`config.mk`:
```
export PLATFORM = sky130hd
export DESIGN_NAME = pbg_step_gen
export DESIGN_NICKNAME = d
export VERILOG_FILES = /design/src/sv/pbg_pkg.sv /design/src/sv/pbg_step_gen.sv
export SDC_FILE = /design/constraint.sdc
export NUM_CORES = 1
export LEC_CHECK = 0
export ABC_AREA = 1
export BUFFER_PORTS_ARGS = -buffer_cell sky130_fd_sc_hd__buf_2
export CAP_MARGIN = 10
export CORE_MARGIN = 3
export CORE_UTILIZATION = 49
export DETAILED_ROUTE_END_ITERATION = 6
export PLACE_DENSITY = 0.88
export RECOVER_POWER = 50
export SYNTH_ARGS = -nofsm -noshare
export SYNTH_HDL_FRONTEND = slang
export SYNTH_SLANG_ARGS = --single-unit
```
`constraint.sdc`:
```
create_clock -name vclk -period 4.9
set_clock_uncertainty 0.05 [all_clocks]
set_input_delay 0.49 -clock vclk [all_inputs]
set_output_delay 0.49 -clock vclk [all_outputs]
set_load 0.03 [all_outputs]
```
`src/sv/pbg_pkg.sv`:
```
// ----------------------------------------------------------------------------
// pbg_pkg
// Shared types and constants for the page framebuffer glyph blitter.
// ----------------------------------------------------------------------------
package pbg_pkg;

  typedef enum logic [1:0] {
    OP_CLEAR  = 2'd0,
    OP_NARROW = 2'd1,
    OP_WIDE   = 2'd2,
    OP_READ   = 2'd3
  } pbg_op_t;

  typedef enum logic [1:0] {
    ST_OK      = 2'd0,
    ST_BOUNDS  = 2'd1,
    ST_UNKNOWN = 2'd2
  } pbg_status_t;

  typedef enum logic [2:0] {
    S_INIT,
    S_IDLE,
    S_CLEAR,
    S_BLIT,
    S_READ,
    S_WAIT
  } pbg_state_t;

  // byte edit for one read-modify-write step
  typedef struct packed {
    logic [7:0] mask;
    logic [7:0] val;
  } pbg_step_t;

  localparam logic [2:0] NARROW_COLS  = 3'd5;   // glyph columns; the next is the spacer
  localparam logic [4:0] NARROW_STEPS = 5'd12;  // 6 columns x 2 pages
  localparam logic [4:0] WIDE_STEPS   = 5'd16;  // one byte per pixel column
  localparam logic [3:0] WIDE_MSB     = 4'd15;
  localparam logic [7:0] GLYPH_MASK   = 8'h7F;  // rows 0..6 of a narrow column
  localparam logic [7:0] SPACER_MASK  = 8'hFF;

endpackage

```
`src/sv/pbg_step_gen.sv`:
```
// ----------------------------------------------------------------------------
// pbg_step_gen
// Address and byte edit for one step of a glyph blit.
// ----------------------------------------------------------------------------
module pbg_step_gen #(
  parameter int PIXEL_WIDTH = 128,
  parameter int ADDR_W      = 10
) (
  input  logic              wide,
  input  logic [3:0]        step,
  input  logic [7:0]        x_pos,
  input  logic [7:0]        y_pos,
  input  logic [3:0]        row_index,
  input  logic [34:0]       glyph_columns,
  input  logic [15:0]       wide_row_bits,
  output logic [ADDR_W-1:0] addr,
  output pbg_pkg::pbg_step_t edit
);
  import pbg_pkg::*;

  logic [2:0]  col_sel;
  logic        half;
  logic [6:0]  col_bits;
  logic [7:0]  m8;
  logic [7:0]  v8;
  logic [15:0] m16;
  logic [15:0] v16;
  logic [8:0]  row_y;
  logic [7:0]  col;
  logic [5:0]  page;
  logic [13:0] lin;

  always_comb begin
    // narrow: step = 2*column + page half
    col_sel = step[3:1];
    half    = step[0];
    case (col_sel)
      3'd0:    col_bits = glyph_columns[6:0];
      3'd1:    col_bits = glyph_columns[13:7];
      3'd2:    col_bits = glyph_columns[20:14];
      3'd3:    col_bits = glyph_columns[27:21];
      3'd4:    col_bits = glyph_columns[34:28];
      default: col_bits = '0;
    endcase
    if (col_sel == NARROW_COLS) begin
      m8 = SPACER_MASK;
      v8 = '0;
    end else begin
      m8 = GLYPH_MASK;
      v8 = {1'b0, col_bits};
    end
    // straddles two pages unless y is page aligned
    m16   = {8'h00, m8} << y_pos[2:0];
    v16   = {8'h00, v8} << y_pos[2:0];
    row_y = {1'b0, y_pos} + {5'b0, row_index};

    if (wide) begin
      col       = x_pos + {4'b0, step};
      page      = row_y[8:3];
      edit.mask = 8'h01 << row_y[2:0];
      edit.val  = wide_row_bits[WIDE_MSB - step] ? edit.mask : 8'h00;
    end else begin
      col       = x_pos + {5'b0, col_sel};
      page      = {1'b0, y_pos[7:3]} + {5'b0, half};
      edit.mask = half ? m16[15:8] : m16[7:0];
      edit.val  = half ? v16[15:8] : v16[7:0];
    end

    lin  = {6'b0, col} + 14'(page * PIXEL_WIDTH);
    addr = lin[ADDR_W-1:0];
  end

endmodule

```
* After elaboration in Yosys (flattened, before gate mapping)
Cells that the tools add are included.
Storage, ports and cells: flip-flop bits (word level) 0, input port bits 76, output and inout bits 26, logic and storage cells 27
Operators by class: reductions and logical operators 1, order comparisons 1, add/subtract/negate cells 6, equality and inequality tests 5, muxes and demuxes 11, shift-type cells 3
Operators by type and width (count):
- 2-to-1 mux 8 bit | 5
- one-hot mux 7 bit (5 select lines) | 1
- left shift 8 x 3 -> 16 bit | 2
- 2-to-1 mux 16 bit | 1
- adder 8 x 10 -> 10 bit | 1
- adder 8 x 3 -> 8 bit | 1
- adder 8 x 4 -> 8 bit | 1
- left shift 1 x 3 -> 8 bit, first input constant | 1
- 2-to-1 mux 7 bit | 1
- adder 6 x 4 -> 6 bit | 1
- equality test 3 x 2 -> 1 bit, second input constant | 2
- equality test 3 bit, second input constant | 2
- < comparator 4 x 5 -> 1 bit, second input constant | 1
- binary-select mux 1 bit (select 4 bit) | 1
- subtractor 4 bit, first input constant | 1
- adder 3 x 1 -> 3 bit | 1
- equality test 3 x 1 -> 1 bit, second input constant | 1
- zero test 3 bit | 1
- 2-to-1 mux 3 bit | 1
- 2-to-1 mux 1 bit | 1

* Logic depth before layout (Yosys ltp)
Gate-level depths: netlist of run 1.
depth after elaboration 6, gate-level depth with buffers 18

* Worst setup path before layout of run 1
No wires, ideal clock.
kind input-to-output, start input port wide, end output port addr[9], data arrival time 2999 ps, slack 1361 ps, buffers on the path 2, stages on the path 18, cell sequence clkbuf_1 -> clkbuf_1 -> nand2_1 -> o21ai_0 -> inv_1 -> ha_1 -> nand3_1 -> nand2_1 -> a21oi_1 -> nor2_1 -> nand3_1 -> xor2_1 -> inv_1 -> ha_1 -> ha_1 -> xnor2_1 -> xor2_1 -> inv_1
Between the ends: longest elaborated chain between the ends 2, elaborated cells on any way between the ends 3, those cells by class add/sub (1); mux (2)
Ends and longest elaborated chain:
- start: declaration | line pbg_step_gen.sv:9 | input logic wide,
- 2-to-1 mux 8 bit / 2-to-1 mux 3 bit (equally long branches) | line pbg_step_gen.sv:57 | if (wide) begin
- adder 8 x 10 -> 10 bit * | line pbg_step_gen.sv:69 | lin = {6'b0, col} + 14'(page * PIXEL_WIDTH);
- end: declaration | line pbg_step_gen.sv:16 | output logic [ADDR_W-1:0] addr,
Mark *: on every way between the ends. The rest lies on a longest branch, timed or not.

* Final worst setup path of run 1
start input port y_pos[1], end output port addr[9]
Between the ends: longest elaborated chain between the ends 3
Ends and longest elaborated chain:
- start: declaration | line pbg_step_gen.sv:12 | input logic [7:0] y_pos,
- adder 6 x 4 -> 6 bit | line pbg_step_gen.sv:55 | row_y = {1'b0, y_pos} + {5'b0, row_index};
- 2-to-1 mux 3 bit | line pbg_step_gen.sv:57
- adder 8 x 10 -> 10 bit | line pbg_step_gen.sv:69
No other way between the ends.

==> key figures, run 1 <==
Status
  • Status: completed

STA
  • Period utilization: 0.795
  • Endpoints failing hold: 0
  • Setup violators final: 0
  • Worst slew margin: 0.538
  • Minimum clock period: 3900 ps
  • Setup TNS: 0 ps
  • Peak Freq: about 260 MHz
  • Slew @ Worst Pin: 692 ps
  • RSZ-0062 raised after global routing: no
  • Fin Hold WS: roughly 1300 ps
  • Pins Over Slew Limit: 0

Placement
  • Detail Placement HPWL: roughly 4.4 mm
  • Placed Cells: 446
  • Gp weighted congestion: a little under 1
  • PortBufs: 100

Synth
  • Syn avg cell area: about 5 um2
  • YS warnings: 0
  • Post-synthesis net count: 407
  • Area contributors post-synth: nand2_1, nand3_1, ha_1, inv_1, nor2_1
  • Synth cell types: 31
  • Synth area leader: nand2_1
  • Top-area cell type share of the netlist area: 0.280
  • Syn Std Cell Area: between 0.0015 and 0.002 mm2
  • Synth Instances: around 320
  • Synth top cells by count: nand2_1, nand3_1, inv_1
  • Top-count cell post-synth: nand2_1
  • Post-synthesis sequential area ratio: 0

Flow run
  • Max Cap Viol: 0

Pwr
  • Total power draw: 264 uW
  • Leakage power total: roughly 1.2 nW
  • Worst vdd ir: ~0.13 mV
  • PD cells: ~130 mW/mm2

Critical path
  • Worst Setup End Kind: output pin
  • Critical path, cell by cell: clkbuf_1 -> clkinv_1 -> fa_1 -> o21ai_0 -> nor2_1 -> a21oi_1 -> o21ai_0 -> ha_1 -> xnor2_1 -> xor2_1 -> inv_1 -> buf_2
  • Critical-path maximum fanout: 16
  • Crit path max-delay family: buffers and inverters
  • Buf/Inv on CP: 4
  • Critical Path Most Common Cell: o21ai_0
  • Data arrival, critical path: roughly 3400 ps
  • Critical path startpoint category: input pin
  • Required time of the critical path: roughly 4400 ps
  • CP max stage delay: between 500 and 600 ps
  • CP max stage cell: fa_1
  • Critical path class: input pin to output pin

Layout
  • Fin nets: about 500
  • Fin util: 0.704
  • Final Non-Filler Cells: approximately 450
  • Fraction of layout cells with a size suffix above 1: 0.230
  • Area grow syn2layout: 30.1%
  • Clock buffers: 0
  • Sequential cell area: 0 um2
  • Filler cell count: between 200 and 300
  • Seq cells: 0
  • Antenna cells: 0
  • Multi-input logic area: 0.00141 mm2

Detailed routing
  • Met2 wire len: between 2 and 2.5 mm
  • Top sig layer: met4
  • DRT Pass-1 Iters: 5
  • Met1 wire length: about 2.2 mm
  • Routed wire per std cell: around 12 um
  • Detail Route Antenna Nets: 0
  • Post-route DRC: 0
  • Vias per std cell: 5.34
  • Routed wl met3: about 450 um
  • Iteration-0 DRC Markers: about 170
  • DR vias: approximately 2,400
  • Total Wirelength: a little over 5 mm

Global route
  • Initial antenna violation count: 0
  • Largest net degree at the start of global routing: 19
  • Global-route wire length before repair: approximately 8.5 mm
  • Total Routing Usage GR: 0.246
  • Vias in the first global route: 2,032
  • GRT overflow: 0

CTS
  • Hold buffer count at CTS: 0
  • # resized after CTS: 0
  • Number of post-CTS setup repair buffers: 0

Floorplan
  • Initial cell density of the core: 0.541
  • Die ar.: approximately 0.004 mm2
  • Die Ht: about 63 um
  • Die W: between 60 and 70 um
  • IO Count: between 100 and 150
  • Core box area: 0.00292 mm2
  • Num rows: 19

Worst hold path
  • Worst hold path type: input pin to output pin
==> area by class of cell <==
type | count | share of cell area
Tap cell | 42 | 0.0255
Multi-Input combinational cell | 273 | 0.683
Inverter | 31 | 0.0565
Timing Repair Buffer | 100 | 0.235
==> power breakdown <==
group          switching, mW  internal (mW)  total [mW]
clock                      0              0           0
combinational          0.177         0.0870       0.264
sequential                 0              0           0
==> routing by layer <==
| metal | vias to the layer above | global-route usage |
|---|---|---|
| met5 | - | 0 |
| met4 | 0 | 0.0248 |
| met3 | 10 | 0.0144 |
| met2 | 125 | 0.455 |
| met1 | 1026 | 0.322 |
| li1 | 1221 | - |
==> cells in the final DEF, fill, tap and decap left out, drive strengths merged, types with 2 or more instances in the layout <==
cell and n:
fa 2, clkinv 2, o211ai 5, ha 12
nor2 26, a21oi 9, nand3 49, clkbuf 13
xnor2 4, inv 29, nand3b 2, nand2 119
o22ai 3, nor3 5, o21ai 17, a21o 2
nand4 6, buf 87, xor2 5
==> cell families after synthesis <==
family	Yosys count	synth area share
AOI/OAI and AO/OA	40	0.149
xor gates and xnor gates	9	0.0498
adders and majority gates	14	0.120
buffers and inverters	44	0.111
and+or+nand+nor	210	0.569
==> worst paths after layout <==
| path | startpoint | to | slack (ps) | cells past startpoint |
|---|---|---|---|---|
| min | x_pos[6] | addr[6] | 1290 | 3 |
| max | y_pos[1] | addr[9] | 1000 | 12 |
==> per-stage QoR <==
stage               setup slack, ps  instance area, um2
global route                    765                2060
floorplan                      1360                1580
detailed placement             1180                2080
global placement               1260                2080
finish                         1000                2060
CTS                            1180                2080
Note: power is estimated with default switching activity, not from simulation.
==> inputs of run 2 (changes only) <==
- ABC_AREA: 1 -> 0
- CORE_UTILIZATION: 49 -> 42
- PLACE_DENSITY: 0.88 -> 0.79
- clock period: 4.9 -> 3.4 ns (I/O delays scaled with it)
==> run 2 against run 1 <==
  * Design area rose by 6.7%
  * Synthesized area is 4.6% higher
  * First-iteration DRC count stayed put
  * Non-clock buffer count grew 8
  * Total power up 62%
  * Final cell count shrank 20%
==> key figures, run 2 <==
Status
  • Status: completed

Critical path
  • Critical path class: input pin to output pin
  • Critical-path maximum fanout: 5 (-11)
  • Critical Path Most Common Cell: ha_1
  • Critical path startpoint category: input pin
  • Critical path, cell by cell: buf_2 -> mux2i_2 -> inv_1 -> ha_1 -> a21o_1 -> a21oi_2 -> nor2b_1 -> o2111ai_1 -> xnor2_1 -> ha_1 -> ha_1 -> xnor2_2 -> xnor2_2 -> buf_2
  • CP max stage delay: 260 ps (-310 ps)
  • Data arrival, critical path: 2770 ps (-590 ps)
  • Required time of the critical path: 3010 ps (-1350 ps)
  • CP max stage cell: mux2i_2
  • Buf/Inv on CP: 3 (-1)
  • Worst Setup End Kind: output pin
  • Crit path max-delay family: adder cells

Synth
  • Synth top cells by count: mux2i_1, o22ai_1, a21oi_1
  • Area contributors post-synth: mux2i_1, ha_1, mux4_1, o22ai_1, xnor2_1
  • YS warnings: 0 (unchanged)
  • Syn Std Cell Area: 0.00166 mm2 (+4.6%)
  • Synth area leader: mux2i_1
  • Compound-Gate Fraction of Synth Area: 0.291 (+0.142)
  • Post-Synth Adder-Cell Area: 0.115 (-0.00527)
  • Post-Synth Simple-Gate Area: 0.197 (-0.372)
  • Synth Instances: 217 (-32%)
  • Synth Area in XOR/XNOR: 0.0635 (+0.0137)
  • Syn avg cell area: 7.63 um2 (+53%)
  • Top-count cell post-synth: mux2i_1
  • Post-synthesis net count: 307 (-25%)
  • Post-synthesis sequential area ratio: 0 (unchanged)
  • Post-synthesis mux area share: 0.252 (+0.252)
  • Synth cell types: 55 (+77%)
  • Largest family of logic cells by synthesized area: compound AO/OA/AOI/OAI gates
  • Top-area cell type share of the netlist area: 0.127 (-0.153)

STA
  • Setup WS post-layout: 244 ps (-761 ps)
  • Setup TNS: 0 ps (unchanged)
  • RSZ-0062 raised after global routing: no
  • Period utilization: 0.928
  • Slew @ Worst Pin: 516 ps (-176 ps)
  • Peak Freq: about 320 MHz
  • Worst slew margin: 0.656 (+0.118)
  • Endpoints failing hold: 0 (unchanged)
  • Pins Over Slew Limit: 0 (unchanged)
  • Setup violators final: 0 (unchanged)
  • Minimum clock period: 3160 ps

Pwr
  • Worst vdd ir: 0.0914 mV (-31%)
  • PD cells: 194 mW/mm2 (+52%)
  • Total power draw: 427 uW (+62%)
  • Leakage power total: 1.06 nW (-12%)

Placement
  • PortBufs: 100 (unchanged)
  • Detail Placement HPWL: 4.40 mm (+0.12%)
  • Gp weighted congestion: 0.968 (-0.97%)
  • Worst slack, placed: 92.5 ps (-1090 ps)
  • Placed Cells: 358 (-20%)

Global route
  • GRT overflow: 0 (unchanged)
  • Global-route wire length before repair: 8.10 mm (-4.2%)
  • Vias in the first global route: 1,828 (-10%)
  • Initial antenna violation count: 0 (unchanged)
  • Largest net degree at the start of global routing: 27 (+8)
  • Total Routing Usage GR: 0.216 (-0.0308)

Floorplan
  • Die W: 68.8 um (+9.5%)
  • Die ar.: 0.00473 mm2 (+20%)
  • Die Ht: 68.8 um (+9.5%)
  • Core box area: 0.00374 mm2 (+28%)
  • IO Count: 102 (unchanged)
  • Initial cell density of the core: 0.442 (-0.0991)
  • Num rows: 22 (+3)

Detailed routing
  • Total Wirelength: 5.27 mm (+1.9%)
  • Iteration-0 DRC Markers: 169 (unchanged)
  • DR vias: 2,065 (-13%)
  • Detail Route Antenna Nets: 0 (unchanged)
  • Routed wire per std cell: 14.7 um (+27%)
  • DRT Pass-1 Iters: 5 (unchanged)
  • Vias per std cell: 5.77 (+8.0%)
  • Post-route DRC: 0 (unchanged)

Layout
  • Most common cell after layout, fill and taps aside: buf_2
  • Antenna cells: 0 (unchanged)
  • Fraction of layout cells with a size suffix above 1: 0.381 (+0.150)
  • Final Non-Filler Cells: 358 (-20%)
  • Clock buffers: 0 (unchanged)
  • Area grow syn2layout: 32.7%
  • Seq cells: 0 (unchanged)
  • Fin nets: 402 (-19%)
  • Sequential cell area: 0 um2 (unchanged)
  • Commonest cells after routing, fill and taps aside: buf_2, mux2i_1, o22ai_1

Flow run
  • Max Cap Viol: 0 (unchanged)

Worst hold path
  • Worst hold path type: input pin to output pin
-- run 2: cell types whose count changed in the layout (fill, tap and decap cells not counted), sizes merged, moves of 5 or more --
cell | before | now
nand2 | 119 | 12
o22ai | 3 | 15
mux2 | 0 | 7
nand4 | 6 | 1
nand3 | 49 | 6
buf | 87 | 96
mux2i | 0 | 21
o21ai | 17 | 7
nor2 | 26 | 12
xnor2 | 4 | 10
inv | 29 | 13
mux4 | 0 | 5
-- run 2: final timing paths --
check  startpoint      end  slack, ps  cells after the start
max          wide  addr[9]        240                     14
min      x_pos[6]  addr[6]        960                      3
-- run 2: final cells by class --
class	instances	area (um2)
Inverter	13	48.8
Multi-Input combinational cell	189	1540
Fill cell	382	1550
Tap cell	48	60.1
Timing Repair Buffer	108	546
-- run 2: through the flow --
step | utilization | hold slack (ps) | cell area (um2)
after global routing | 0.587 | 983 | 2200
final | 0.587 | 964 | 2200
after CTS | 0.587 | 963 | 2200
after floorplan | - | 806 | 1670
after detailed placement | 0.587 | 961 | 2200
after global placement | 0.587 | 954 | 2200
-- run 2: kinds of logic (layout without fill, tap and decap cells) --
family,Yosys count,count (layout)
buf+inv,28,121
fa+ha+maj,14,14
compound gates,69,69
xor+xnor,12,12
simple gates,61,61
mux,33,33
-- run 2: repair_timing --
item / 4_1_cts / 5_1_grt
resized for setup: 0 / 3
hold buffers: 0 / 0
endpoints found under the setup margin: 0 / 1
setup buffers: 0 / 0
-- run 2: power breakdown --
part	switching [mW]	leakage [nW]	total (mW)	internal, mW
logic	0.257	1.06	0.427	0.170
clock network	0	0	0	0
registers	0	0	0	0
-- run 2: layer usage --
layer / track usage / vias up / routed length (um)
met1: 0.302 / 929 / 2150
met3: 0.0146 / 8 / 454
met4: 0.0316 / 0 / 84
met2: 0.368 / 100 / 2580
li1: - / 1028 / -
met5: 0 / - / 0
